**src/hdl/mrrc_pkg.sv**
```systemverilog
// Types, constants and the CRC-16/MODBUS byte update for the Modbus RTU
// read response checker. No dependencies.
`timescale 1ns / 1ps

package mrrc_pkg;

    localparam int CapDepth = 13;
    localparam int RegSlots = 5;
    localparam int CountWidth = 8;
    localparam logic [7:0] FuncRead = 8'h03;
    localparam logic [15:0] CrcInit = 16'hFFFF;
    localparam logic [15:0] CrcPoly = 16'hA001;

    localparam logic CMD_BYTE = 1'b0;
    localparam logic CMD_FRAME_END = 1'b1;

    typedef enum logic [1:0] {
        STAT_OK = 2'd0,
        STAT_CRC_ERR = 2'd1,
        STAT_NO_MATCH = 2'd2,
        STAT_SHORT = 2'd3
    } status_t;

    typedef logic [CapDepth-1:0][7:0] capture_t;

    typedef struct packed {
        logic [CountWidth-1:0] count;
        logic [15:0] crc;
        logic [7:0] dly0;
        logic [7:0] dly1;
    } frame_t;

    typedef struct packed {
        status_t status;
        logic load;
    } check_t;

    function automatic logic [15:0] crc_byte(input logic [15:0] crc_in, input logic [7:0] b);
        logic [15:0] c;
        c = crc_in ^ {8'h00, b};
        for (int k = 0; k < 8; k++)
        begin
            if (c[0])
                c = (c >> 1) ^ CrcPoly;
            else
                c = c >> 1;
        end
        return c;
    endfunction

endpackage

```
**src/hdl/mrrc_in_if.sv**
```systemverilog
// Input channel: one received byte or frame-end word per handshake.
// Depends on nothing.
`timescale 1ns / 1ps

interface mrrc_in_if;
    logic valid;
    logic ready;
    logic command;
    logic [7:0] rx_byte;

    modport source (output valid, output command, output rx_byte, input ready);
    modport sink (input valid, input command, input rx_byte, output ready);
endinterface

```
**src/hdl/mrrc_out_if.sv**
```systemverilog
// Result channel: one checked-frame word per handshake.
// Depends on nothing.
`timescale 1ns / 1ps

interface mrrc_out_if;
    logic valid;
    logic ready;
    logic [1:0] status;
    logic [7:0] frame_length;
    logic [15:0] reg_zero;
    logic [15:0] reg_one;
    logic [15:0] reg_two;
    logic [15:0] reg_three;
    logic [15:0] reg_four;

    modport source (output valid, output status, output frame_length, output reg_zero,
                    output reg_one, output reg_two, output reg_three, output reg_four,
                    input ready);
    modport sink (input valid, input status, input frame_length, input reg_zero,
                  input reg_one, input reg_two, input reg_three, input reg_four,
                  output ready);
endinterface

```
**src/hdl/mrrc_frame_acc.sv**
```systemverilog
// Frame accumulator: byte count, capture of the leading bytes, two-byte
// delay line and running CRC. Depends on mrrc_pkg.
`timescale 1ns / 1ps

module mrrc_frame_acc #(
    parameter int MAX_FRAME = 255
) (
    input  logic clk,
    input  logic rst_n,
    input  logic accept,
    input  logic command,
    input  logic [7:0] rx_byte,
    output mrrc_pkg::frame_t frame,
    output mrrc_pkg::capture_t capture
);

    localparam logic [mrrc_pkg::CountWidth-1:0] MaxCount = mrrc_pkg::CountWidth'(MAX_FRAME);

    mrrc_pkg::frame_t frame_reg;
    mrrc_pkg::frame_t frame_next;
    mrrc_pkg::capture_t capture_reg;
    mrrc_pkg::capture_t capture_next;

    always_comb
    begin
        frame_next = frame_reg;
        capture_next = capture_reg;
        if (accept)
        begin
            if (command == mrrc_pkg::CMD_FRAME_END)
            begin
                frame_next.count = '0;
                frame_next.crc = mrrc_pkg::CrcInit;
                frame_next.dly0 = '0;
                frame_next.dly1 = '0;
            end
            else if (frame_reg.count < MaxCount)
            begin
                for (int i = 0; i < mrrc_pkg::CapDepth; i++)
                begin
                    if (frame_reg.count == mrrc_pkg::CountWidth'(i))
                        capture_next[i] = rx_byte;
                end
                if (frame_reg.count >= mrrc_pkg::CountWidth'(2))
                    frame_next.crc = mrrc_pkg::crc_byte(frame_reg.crc, frame_reg.dly0);
                frame_next.dly0 = frame_reg.dly1;
                frame_next.dly1 = rx_byte;
                frame_next.count = frame_reg.count + 1'b1;
            end
        end
    end

    always_ff @(posedge clk or negedge rst_n)
    begin
        if (!rst_n)
        begin
            frame_reg.count <= '0;
            frame_reg.crc <= mrrc_pkg::CrcInit;
            frame_reg.dly0 <= '0;
            frame_reg.dly1 <= '0;
            capture_reg <= '0;
        end
        else
        begin
            frame_reg <= frame_next;
            capture_reg <= capture_next;
        end
    end

    assign frame = frame_reg;
    assign capture = capture_reg;

endmodule

```
**src/hdl/mrrc_check.sv**
```systemverilog
// Frame-end check: length, CRC against the delayed bytes, address and
// function code. Depends on mrrc_pkg.
`timescale 1ns / 1ps

module mrrc_check (
    input  mrrc_pkg::frame_t frame,
    input  mrrc_pkg::capture_t capture,
    input  logic [7:0] slave_address,
    output mrrc_pkg::check_t result
);

    logic [15:0] got_crc;

    assign got_crc = {frame.dly1, frame.dly0};

    always_comb
    begin
        result.load = 1'b0;
        if (frame.count < mrrc_pkg::CountWidth'(2))
            result.status = mrrc_pkg::STAT_SHORT;
        else if (got_crc != frame.crc)
            result.status = mrrc_pkg::STAT_CRC_ERR;
        else if (capture[1] == mrrc_pkg::FuncRead && capture[0] == slave_address)
        begin
            result.status = mrrc_pkg::STAT_OK;
            result.load = 1'b1;
        end
        else
            result.status = mrrc_pkg::STAT_NO_MATCH;
    end

endmodule

```
**src/hdl/modbus_rtu_read_response_checker_core.sv**
```systemverilog
// Top level of the Modbus RTU read response checker: config register,
// held registers and result register. Depends on mrrc_pkg, mrrc_in_if,
// mrrc_out_if, mrrc_frame_acc and mrrc_check.
//
//   channel    dir  word                                  accepted when
//   rx_words   in   command, rx_byte                      valid & ready
//   results    out  status, frame_length, reg_zero..four  valid & ready
//   cfg        in   cfg_data (slave address)              cfg_write
//
// One word per cycle while rx_words.ready is high; a byte updates count,
// capture and CRC in the cycle it is taken, a frame end loads the result
// register when taken. Bytes give no result. rx_words.ready drops only while
// a result waits and results.ready is low. Reset clears all frame state at once.
`timescale 1ns / 1ps

module modbus_rtu_read_response_checker_core #(
    parameter int MAX_FRAME = 255,
    parameter int NUM_REGS = 5
) (
    input  logic clk,
    input  logic rst_n,
    input  logic cfg_write,
    input  logic [7:0] cfg_data,
    mrrc_in_if.sink rx_words,
    mrrc_out_if.source results
);

    logic [7:0] slave_address_reg;
    logic in_accept;
    logic frame_end;
    mrrc_pkg::frame_t frame;
    mrrc_pkg::capture_t capture;
    mrrc_pkg::check_t check;

    logic [mrrc_pkg::RegSlots-1:0][15:0] held_reg;
    logic [mrrc_pkg::RegSlots-1:0][15:0] held_next;
    logic out_valid_reg;
    mrrc_pkg::status_t status_reg;
    logic [7:0] length_reg;

    assign rx_words.ready = !out_valid_reg || results.ready;
    assign in_accept = rx_words.valid && rx_words.ready;
    assign frame_end = in_accept && (rx_words.command == mrrc_pkg::CMD_FRAME_END);

    mrrc_frame_acc #(
        .MAX_FRAME(MAX_FRAME)
    ) u_acc (
        .clk(clk),
        .rst_n(rst_n),
        .accept(in_accept),
        .command(rx_words.command),
        .rx_byte(rx_words.rx_byte),
        .frame(frame),
        .capture(capture)
    );

    mrrc_check u_check (
        .frame(frame),
        .capture(capture),
        .slave_address(slave_address_reg),
        .result(check)
    );

    always_comb
    begin
        held_next = held_reg;
        for (int k = 0; k < mrrc_pkg::RegSlots; k++)
        begin
            if (k < NUM_REGS && frame_end && check.load)
                held_next[k] = {capture[3 + 2 * k], capture[4 + 2 * k]};
        end
    end

    always_ff @(posedge clk or negedge rst_n)
    begin
        if (!rst_n)
        begin
            slave_address_reg <= 8'd1;
            held_reg <= '0;
            out_valid_reg <= 1'b0;
            status_reg <= mrrc_pkg::STAT_OK;
            length_reg <= '0;
        end
        else
        begin
            if (cfg_write)
                slave_address_reg <= cfg_data;
            held_reg <= held_next;
            if (frame_end)
            begin
                out_valid_reg <= 1'b1;
                status_reg <= check.status;
                length_reg <= frame.count;
            end
            else if (results.ready)
                out_valid_reg <= 1'b0;
        end
    end

    assign results.valid = out_valid_reg;
    assign results.status = status_reg;
    assign results.frame_length = length_reg;
    assign results.reg_zero = held_reg[0];
    assign results.reg_one = held_reg[1];
    assign results.reg_two = held_reg[2];
    assign results.reg_three = held_reg[3];
    assign results.reg_four = held_reg[4];

`ifndef NO_ASSERTIONS
    a_end_gives_result: assert property (@(posedge clk) disable iff (!rst_n)
        frame_end |=> out_valid_reg)
        else $error("frame end did not produce a result");

    a_end_clears_frame: assert property (@(posedge clk) disable iff (!rst_n)
        frame_end |=> (frame.count == '0 && frame.crc == mrrc_pkg::CrcInit))
        else $error("frame state not cleared after frame end");

    a_ready_when_empty: assert property (@(posedge clk) disable iff (!rst_n)
        !out_valid_reg |-> rx_words.ready)
        else $error("input stalled with empty result register");

    a_held_only_on_load: assert property (@(posedge clk) disable iff (!rst_n)
        !(frame_end && check.load) |=> $stable(held_reg))
        else $error("held registers changed without a valid frame");

    a_short_status: assert property (@(posedge clk) disable iff (!rst_n)
        (frame_end && frame.count < 8'd2) |=> status_reg == mrrc_pkg::STAT_SHORT)
        else $error("short frame not flagged");
`endif

endmodule

```
**src/flat_wrapper.sv**
```systemverilog
// flat-port wrapper written by rule: the top's interface ports become plain ports
module modbus_rtu_read_response_checker_core_flat 
#(
    parameter int MAX_FRAME = 255,
    parameter int NUM_REGS = 5
)
  (clk, rst_n, cfg_write, cfg_data, rx_words_valid, rx_words_command, rx_words_rx_byte, rx_words_ready, results_valid, results_status, results_frame_length, results_reg_zero, results_reg_one, results_reg_two, results_reg_three, results_reg_four, results_ready);
  mrrc_in_if rx_words_i ();
  mrrc_out_if results_i ();
  input  logic clk;
  input  logic rst_n;
  input  logic cfg_write;
  input  logic [7:0] cfg_data;
  input wire logic [$bits(rx_words_i.valid)-1:0] rx_words_valid;
  input wire logic [$bits(rx_words_i.command)-1:0] rx_words_command;
  input wire logic [$bits(rx_words_i.rx_byte)-1:0] rx_words_rx_byte;
  output wire logic [$bits(rx_words_i.ready)-1:0] rx_words_ready;
  output wire logic [$bits(results_i.valid)-1:0] results_valid;
  output wire logic [$bits(results_i.status)-1:0] results_status;
  output wire logic [$bits(results_i.frame_length)-1:0] results_frame_length;
  output wire logic [$bits(results_i.reg_zero)-1:0] results_reg_zero;
  output wire logic [$bits(results_i.reg_one)-1:0] results_reg_one;
  output wire logic [$bits(results_i.reg_two)-1:0] results_reg_two;
  output wire logic [$bits(results_i.reg_three)-1:0] results_reg_three;
  output wire logic [$bits(results_i.reg_four)-1:0] results_reg_four;
  input wire logic [$bits(results_i.ready)-1:0] results_ready;
  assign rx_words_i.valid = rx_words_valid;
  assign rx_words_i.command = rx_words_command;
  assign rx_words_i.rx_byte = rx_words_rx_byte;
  assign rx_words_ready = rx_words_i.ready;
  assign results_valid = results_i.valid;
  assign results_status = results_i.status;
  assign results_frame_length = results_i.frame_length;
  assign results_reg_zero = results_i.reg_zero;
  assign results_reg_one = results_i.reg_one;
  assign results_reg_two = results_i.reg_two;
  assign results_reg_three = results_i.reg_three;
  assign results_reg_four = results_i.reg_four;
  assign results_i.ready = results_ready;
  modbus_rtu_read_response_checker_core #(.MAX_FRAME(MAX_FRAME), .NUM_REGS(NUM_REGS)) u_core (.clk(clk), .rst_n(rst_n), .cfg_write(cfg_write), .cfg_data(cfg_data), .rx_words(rx_words_i), .results(results_i));
endmodule
```
**config.mk**
```make
export PLATFORM = sky130hd
export DESIGN_NAME = modbus_rtu_read_response_checker_core_flat
export DESIGN_NICKNAME = d
export VERILOG_FILES = /design/src/hdl/mrrc_pkg.sv /design/src/hdl/mrrc_in_if.sv /design/src/hdl/mrrc_out_if.sv /design/src/hdl/mrrc_frame_acc.sv /design/src/hdl/mrrc_check.sv /design/src/hdl/modbus_rtu_read_response_checker_core.sv /design/src/flat_wrapper.sv
export SDC_FILE = /design/constraint.sdc
export NUM_CORES = 1
export LEC_CHECK = 0
export BUFFER_PORTS_ARGS = -buffer_cell sky130_fd_sc_hd__buf_2
export CAP_MARGIN = 10
export CORE_ASPECT_RATIO = 1.25
export CORE_MARGIN = 2
export CORE_UTILIZATION = 62
export DETAILED_ROUTE_END_ITERATION = 7
export GPL_TIMING_DRIVEN = 0
export PLACE_DENSITY_LB_ADDON = 0.05
export SYNTH_ARGS = -nofsm -noshare
export SYNTH_HDL_FRONTEND = slang
export SYNTH_SLANG_ARGS = --single-unit
```
**constraint.sdc**
```tcl
create_clock -name clk -period 5.7 [get_ports clk]
set_clock_uncertainty 0.15 [all_clocks]
set_input_delay 0.285 -clock clk [delete_from_list [all_inputs] [get_ports clk]]
set_output_delay 0.285 -clock clk [all_outputs]
set_load 0.02 [all_outputs]
```
* Yosys cells after proc, flatten, opt, wreduce, memory -nomap -nowiden
Cells that the tools add are included.
Storage, ports and cells: bits of input ports 22, logic and storage cells 124, register bits after elaboration 235, output and inout port bits 92
Cells by class: bitwise logic cells 10, muxes and demuxes 47, equal/unequal tests 14, add/sub/neg operators 1, reduce and logical (&&, ||, !) cells 24, $lt $le $gt $ge 3
Operator list (count):
- 2-to-1 mux 16 bit | 37
- 2-to-1 mux 40 bit | 2
- AND reduction 4 bit | 12
- == test 8 x 4 -> 1 bit (second input constant) | 5
- == test 8 x 3 -> 1 bit (second input constant) | 4
- NOT 2 -> 3 bit | 8
- == test 8 x 2 -> 1 bit (second input constant) | 2
- inequality test 16 bit | 1
- XOR 16 x 8 -> 16 bit | 1
- adder 8 x 1 -> 8 bit (second input constant) | 1
- == test 8 x 1 -> 1 bit (second input constant) | 1
- == test 8 bit | 1
- greater-or-equal comparator 8 x 2 -> 1 bit (second input constant) | 1
- zero test 8 bit | 1
- < comparator 8 x 2 -> 1 bit (second input constant) | 1
- < comparator 8 bit (second input constant) | 1
- 2-to-1 mux 2 bit | 3
- nonzero test 2 bit | 3
- 2-to-1 mux 1 bit | 5
- logical AND 1 bit | 4
- AND reduction 3 bit | 1
- AND reduction 2 bit | 1
- zero test 1 bit | 1
- logical OR 1 bit | 1
- NOT 1 bit | 1

* Logic depth before layout (Yosys ltp)
Gate-level depths: netlist (run 1).
depth in word-level cells 48, depth in mapped cells 8, gate-level depth less buffers 7

* Hierarchy
Synthesis (run 1) repeated with hierarchy kept, for this count alone.
Second synthesis, totals: cells, all modules 646, area total of the unflattened synthesis 10194.8 µm²
Modules (own cells, without submodules):
- mrrc_frame_acc | seq. area each 3623.5 µm², times used 1, cells each 392, area each 5841.9 µm²
- modbus_rtu_read_response_checker_core | seq. area each 2478.6 µm², times used 1, cells each 213, area each 4036.4 µm²
- mrrc_check | seq. area each 0.0 µm², times used 1, cells each 41, area each 316.6 µm²

* Worst setup path before layout (run 1)
OpenSTA, ideal clock, no wires.
path kind flip-flop to flip-flop, from reg u_core.u_acc.frame_reg, in the netlist u_core.u_acc.frame[36], to reg u_core.held_reg, in the netlist u_core.results.reg_zero[5], setup time 0.125 ns, buffers on the path 1, cell stages (with the launch flop) 7, data arrival time 2.222 ns, period minus slack after synthesis 2.497 ns, path slack 3.203 ns, data required time 5.425 ns, cells stage by stage dfrtp_1 -> or4_1 -> or3_1 -> nand2b_1 -> nand4_2 -> buf_4 -> mux2_2
On the way: cells in the longest elaborated chain, start to end 3
RTL lines:
- start: declaration | line mrrc_frame_acc.sv:19 | mrrc_pkg::frame_t frame_reg;
- start signal: assignment | line mrrc_frame_acc.sv:65 | frame_reg <= frame_next;
- < comparator 8 x 2 -> 1 bit | line mrrc_check.sv:19 | if (frame.count < mrrc_pkg::CountWidth'(2))
- 2-to-1 mux 1 bit | line mrrc_check.sv:19
- logical AND 1 bit | line modbus_rtu_read_response_checker_core.sv:69 | if (k < NUM_REGS && frame_end && check.load)
- end signal: assignment | line modbus_rtu_read_response_checker_core.sv:88 | held_reg <= held_next;
- end: declaration | line modbus_rtu_read_response_checker_core.sv:35 | logic [mrrc_pkg::RegSlots-1:0][15:0] held_reg;
No other way between the ends. A chain may end at the register's enable or synchronous reset.

* Worst setup path in the final report (run 1)
from reg u_core.u_acc.frame_reg, in the netlist u_core.u_acc.frame[18], to reg u_core.held_reg, in the netlist u_core.results.reg_four[7]
On the way: cells in the longest elaborated chain, start to end 4
RTL lines:
- inequality test 16 bit | line mrrc_check.sv:21 | else if (got_crc != frame.crc)
- 2-to-1 mux 1 bit | line mrrc_check.sv:21
- 2-to-1 mux 1 bit | line mrrc_check.sv:19
- logical AND 1 bit | line modbus_rtu_read_response_checker_core.sv:69
No other way between the ends.

==> flow_summary_export.csv, run 1 <==
group,metric,value,unit
floorplan,fp-row-count,50,
synth,synth-seq-area-share,61.83,%
synth,yosysUniqueCellTypes,45,
floorplan,initial_utilization,63.58,%
sta,setup_slack,2.571,ns
job,cap_violations,0,
sta,grt_setup_unrepaired,"false",
clock_tree,cts_buffers,23,
cells_and_area,largest_reg_flops,96,
cells_and_area,nets,834,
placement,place_ws,2.631,ns
sta,finalSetupViolCount,0,
clock_tree,cts_root_buf,"clkbuf_16",
sta,finalHoldViolations,0,
power,peakVddDrop,237.5,uV
sta,setup-tns-final,0,ns
sta,min_period,3.129,ns
synth,synth_area_per_cell,14.66,um^2
cells_and_area,area_delta_synth_final,18.47,%
floorplan,die_w,115.0,um
clock_tree,max-clock-path-buffers,3,
cells_and_area,fill_cells,981,
status,run_status,"finished, final reports clean",
worst_setup_path,endpoint_kind,"flip-flop",
grt,grt_usage,25.86,%
worst_setup_path,start_kind,"flip-flop",
clock_tree,clk_latency,0.50,ns
routing,antenna_left,0,
cells_and_area,final_cells,1003,
synth,synthAdderAreaFrac,0.7865,%
routing,vias,5850,
sta,tightest_slew,1.096,ns
clock_tree,cts_sinks,235,
synth,synth_area_leaders,"dfrtp_1 (57%), mux2_2 (17%), mux2_1 (5.2%)",
worst_setup_path,critPathKind,"flip-flop to flip-flop",
synth,synth-seq-cells,235,
synth,syn_inst,651,
cells_and_area,antennaDiodeCount,0,
routing,vias_per_cell,5.833,
grt,grt_start_max_net_pins,95,
sta,post-route-period-util,54.90,%
clock_tree,cts.clk_slew.worst_paths,0.06,ns
grt,grt_pass1_wl,32.77,mm
worst_setup_path,r2r_cells,7,
grt,antenna_found_initial,0,
synth,yosysTopAreaCell,"dfrtp_1",
clock_tree,htree_levels,1,
cells_and_area,layout_commonest_cell,"dfrtp_1",
routing,drt-initial-drc-count,306,
power,p_per_area,387.2,nW/um^2
routing,drc,0,
synth,synth_xor_area_share,3.631,%
cells_and_area,most-common-layout-cells,"dfrtp_1 (218), mux2_2 (142), buf_2 (111), mux2_1 (44), nand2_1 (35)",
synth,synth_compound_area_share,5.217,%
placement,io_buffer_count,111,
worst_setup_path,rr_endpoint,"u_core.results.reg_four[7]",
synth,synthMuxAreaShare,21.94,%
routing,drtPass1Iterations,4,
worst_setup_path,cp_data_arrival_time,3.35,ns
clock_tree,cts_tree,"yes",
grt,grt_overflow_total,0,
worst_setup_path,r2r-start,"u_core.u_acc.frame[18]",
floorplan,die_area,16410,um^2
worst_setup_path,rrSetupSlack,2.57,ns
placement,place_hpwl,13.64,mm
cells_and_area,drive_gt1_share,39.83,%
power,leakagePower,5.833,nW
worst_hold_path,min-delay-path-class,"primary input to flip-flop",
placement,place.gp.congestion,0.8947,
sta,slew_viol_final,0,
routing,totalWireLength,20.43,mm
worst_setup_path,startpoint,"u_core.u_acc.frame[18]",
synth,ys_warn_count,0,
synth,synth-simple-area-share,4.771,%
floorplan,io_pins,114,
floorplan,chipHeight,142.7,um
worst_setup_path,path_max_fanout,10,
grt,first_global_vias,6224,
synth,synth_top_family_by_area,"multiplexers",
sta,slew_headroom,26.80,%
placement,dp.cells,946,
worst_setup_path,required,5.92,ns
floorplan,coreArea,15010,um^2
routing,wl_per_cell,20.36,um
synth,syn_nets,679,
sta,fmax,319.5,MHz
synth,syn_area,9545,um^2
synth,synth_top_area_share,57.15,%
worst_setup_path,crit_path_end,"u_core.results.reg_four[7]",
[where the power goes]
group,internal (mW),total [mW],switching [mW]
Clock,0.881,1.49,0.613
Combinational,0.425,0.795,0.370
Sequential,1.93,2.09,0.161
Total,3.23,4.38,1.14
[per-stage QoR]
step	util [%]	hold slack, ns	area (um^2)	power, mW
2_1_floorplan	-	-0.1606	9545	2.675
3_3_place_gp	68.79	0.3088	10330	2.838
3_5_place_dp	69.23	0.1125	10390	2.889
4_1_cts	75.32	0.02850	11310	4.397
5_1_grt	75.32	0.08921	11310	4.571
6_report	75.32	0.03068	11310	4.379
[cells by family (layout without fill, tap and decap cells)]
logic type	after synthesis	count (layout)
DFF	235	235
muxes	186	186
and+or+nand+nor	86	86
AOI/OAI and AO/OA	62	62
xor gates and xnor gates	38	38
buffers and inverters	38	208
adders and majority gates	6	6
[critical path: stages, from the launching register on]
cell and delay, ns:
dfstp_2 0.55, xnor2_1 0.23, ha_1 0.23, nand3_1 0.06, nor4_1 0.63, nand4_2 0.47, buf_4 0.35, mux2_1 0.32
[final cells by class]
cell class / count / area [um^2] / share of cell area [%]
clock inverters: 10 / 102.6 / 0.9073
repair buffers: 130 / 790.8 / 6.993
multi-input cells: 378 / 3470 / 30.68
clock buffers: 30 / 641.9 / 5.676
plain buffers: 35 / 162.7 / 1.438
flip-flops and latches: 235 / 5902 / 52.19
inverters: 3 / 11.26 / 0.09958
well taps: 182 / 227.7 / 2.014
[cells in the mapped netlist (all sizes together)]
library cell    n
a21oi           6
nand2b          4
nand2          38
mux2          186
o22a           24
nor4            4
and3            2
o31a            1
inv             3
xnor3           1
nor3b           1
or2             2
a31oi           2
buf            10
nand4b          1
o31ai           1
or3             3
xnor2          31
a31o            1
o32a            3
ha              6
and3b           1
dfrtp         218
nand4           6
o21a            1
dfstp          17
xor2            6
and2            2
clkbuf         25
nor4b           1
nand3          10
nor2            6
nor3            3
o311ai          1
o21ai           5
or4             1
nor2b           1
a22o           17
[routing by layer]
layer	part of all wire (%)	track usage (%)	routed length [um]
met5	0	0	0
met4	1.2	5.263	249
met3	4.8	4.287	977
met2	53	46.22	10850
met1	41	33.44	8351
[worst min-delay path by stage]
stage / cells past startpoint / to / start / slack, ns
after floorplan: 0 / u_core.results.frame_length[0] / rst_n / -0.16
after global placement: 2 / u_core.results.frame_length[6] / u_core.results.frame_length[6] / 0.31
after detailed placement: 1 / u_core.results.frame_length[0] / rst_n / 0.11
after CTS: 3 / u_core.results.valid / results_ready / 0.03
after global routing: 3 / u_core.results.valid / results_ready / 0.09
final: 3 / u_core.results.valid / results_ready / 0.03
[what timing repair did]
item	CTS	global route
hold buffers	17	0
buffers inserted	0	0
gates resized for setup	0	0
setup endpoints to repair	0	0
hold endpoints to repair	95	0
(Power assumes the default switching activity.)
==> inputs of run 2 (changes only) <==
- CORE_UTILIZATION: 62 -> 52
- clock period: 5.7 -> 2.5 ns (I/O delays scaled with it)
==> flow_summary_export.csv, run 2 (synthesis results as in run 1) <==
group,metric,value,unit
status,run_status,"finished with violations",
status,failed_checks,"setup timing",
grt,first_global_vias,6397,
clock_tree,htree_levels,1,
cells_and_area,most-common-layout-cells,"dfrtp_1 (215), buf_2 (111), mux2_2 (99), mux2_4 (57), nand2_1 (32)",
worst_setup_path,required,2.74,ns
cells_and_area,area_delta_synth_final,31.21,%
power,p_sw,2.781,mW
sta,min_period,2.578,ns
grt,grt_start_max_net_pins,131,
routing,antenna_left,0,
sta,slew_headroom,36.65,%
clock_tree,max-clock-path-buffers,3,
power,seqPwrFrac,46.6,%
sta,grt_setup_unrepaired,"true",
job,cap_violations,0,
floorplan,die_area,19460,um^2
floorplan,coreArea,18030,um^2
clock_tree,clk_latency,0.51,ns
cells_and_area,nets,883,
power,netSwitchingFraction,26.94,%
cells_and_area,final_cells,1099,
clock_tree,cts_buffers,24,
sta,finalSetupViolCount,86,
sta,finalHoldViolations,0,
power,p_int,7.543,mW
cells_and_area,drive_gt1_share,47.42,%
worst_setup_path,cp_data_arrival_time,2.82,ns
cells_and_area,fill_cells,1279,
placement,place.gp.congestion,0.8553,
grt,antenna_found_initial,0,
routing,wl_per_cell,20.74,um
sta,post-route-period-util,103.1,%
sta,fmax,387.9,MHz
placement,io_buffer_count,111,
power,p_per_area,824.4,nW/um^2
clock_tree,cts_root_buf,"clkbuf_16",
worst_hold_path,min-delay-path-class,"primary input to flip-flop",
clock_tree,cts_tree,"yes",
routing,drc,0,
worst_setup_path,crit_path_cell_trace,"or4_4, or3_4, nand2b_4, nand4_4, buf_6, clkbuf_16, mux2_2",
grt,grt_pass1_wl,34.95,mm
sta,setup_slack,-0.07779,ns
routing,vias_per_cell,5.541,
routing,drtPass1Iterations,4,
power,peakVddDrop,500.5,uV
routing,drt-initial-drc-count,237,
floorplan,chipHeight,155.5,um
worst_setup_path,slowest_stage,"or4_4",
worst_setup_path,critPathKind,"flip-flop to flip-flop",
floorplan,die_w,125.2,um
clock_tree,cts.clk_slew.worst_paths,0.06,ns
power,p_comb_share,20.7,%
cells_and_area,largest_reg_flops,96,
cells_and_area,fin_util,69.47,%
cells_and_area,antennaDiodeCount,0,
grt,grt_overflow_total,0,
routing,totalWireLength,22.80,mm
floorplan,io_pins,114,
floorplan,fp-row-count,55,
worst_setup_path,path_max_fanout,7,
placement,dp.cells,991,
clock_tree,cts_sinks,235,
cells_and_area,layout_commonest_cell,"dfrtp_1",
power,leakagePower,6.511,nW
sta,tightest_slew,0.9502,ns
worst_setup_path,endpoint_kind,"flip-flop",
sta,slew_viol_final,0,
sta,whs,0.05072,ns
grt,grt_usage,22.49,%
power,p_clk_share,32.7,%
placement,place_hpwl,13.69,mm
routing,vias,6090,
floorplan,initial_utilization,52.94,%
worst_setup_path,start_kind,"flip-flop",
worst_setup_path,crit_path_max_incr_delay,0.51,ns
[run 2: worst paths after layout]
check                                          startpoint  slack [ns]  depth (start not counted)                        endpoint
max in group asynchronous                           rst_n        0.96                          3     u_core.slave_address_reg[0]
hold / removal                           rx_words_command        0.05                          4  u_core.results.frame_length[0]
hold reg to reg            u_core.results.frame_length[0]        0.32                          2  u_core.results.frame_length[0]
setup reg to reg                   u_core.u_acc.frame[39]       -0.08                          7       u_core.results.reg_two[3]
min in group asynchronous                           rst_n        0.21                          2        u_core.u_acc.capture[50]
setup / recovery                   u_core.u_acc.frame[39]       -0.08                          7       u_core.results.reg_two[3]
[run 2: stage by stage]
stage	area, um^2	setup TNS [ns]	setup slack (ns)	power, mW
2_1_floorplan	9545	0	0.003432	6.099
3_3_place_gp	10390	-655.95	-2.627	6.488
3_5_place_dp	10420	-70.94	-0.6253	6.567
4_1_cts	11920	-5.441	-0.1202	10.14
5_1_grt	12520	-8.682	-0.1370	10.80
6_report	12520	-3.597	-0.07779	10.32
[run 2: power groups by stage]
stage	sequential, mW	combinational (mW)	clock, mW
CTS	4.76	1.93	3.45
finish	4.81	2.14	3.37
floorplan	4.73	1.37	0
global route	4.88	2.31	3.61
detailed placement	4.80	1.76	0
global placement	4.77	1.71	0
[run 2: worst max-delay path: cells and delay by family (launching register included)]
kind / cells / cell delay, ns
buffers and inverters: 2 / 0.29
DFF: 1 / 0.44
muxes: 1 / 0.32
and+or+nand+nor: 4 / 1.24
[run 2: final cells by class]
type | count | area, um^2 | share of cell area (%)
Sequential cell | 235 | 5906 | 47.15
Multi-Input combinational cell | 379 | 3981 | 31.79
Timing Repair Buffer | 182 | 1434 | 11.45
Clock buffer | 39 | 718.2 | 5.734
Tap cell | 228 | 285.3 | 2.278
Buffer | 30 | 173.9 | 1.389
Clock inverter | 3 | 15.01 | 0.1199
Inverter | 3 | 11.26 | 0.08991
[run 2: per-layer routing]
metal	wire (um)	vias to the layer above	global-route usage [%]
met4	328	0	6.243
li1	-	2727	-
met5	0	-	0
met2	11490	135	38.17
met3	1112	30	4.746
met1	9864	3198	29.61
[run 2: repair_timing]
item                       in CTS  in global routing
gates cloned                    5                  4
hold buffers                   27                  0
hold endpoints to repair      150                  0
resized for setup              52                103
pin swaps                      10                  7
setup endpoints to repair     208                175
buffers inserted               14                 21
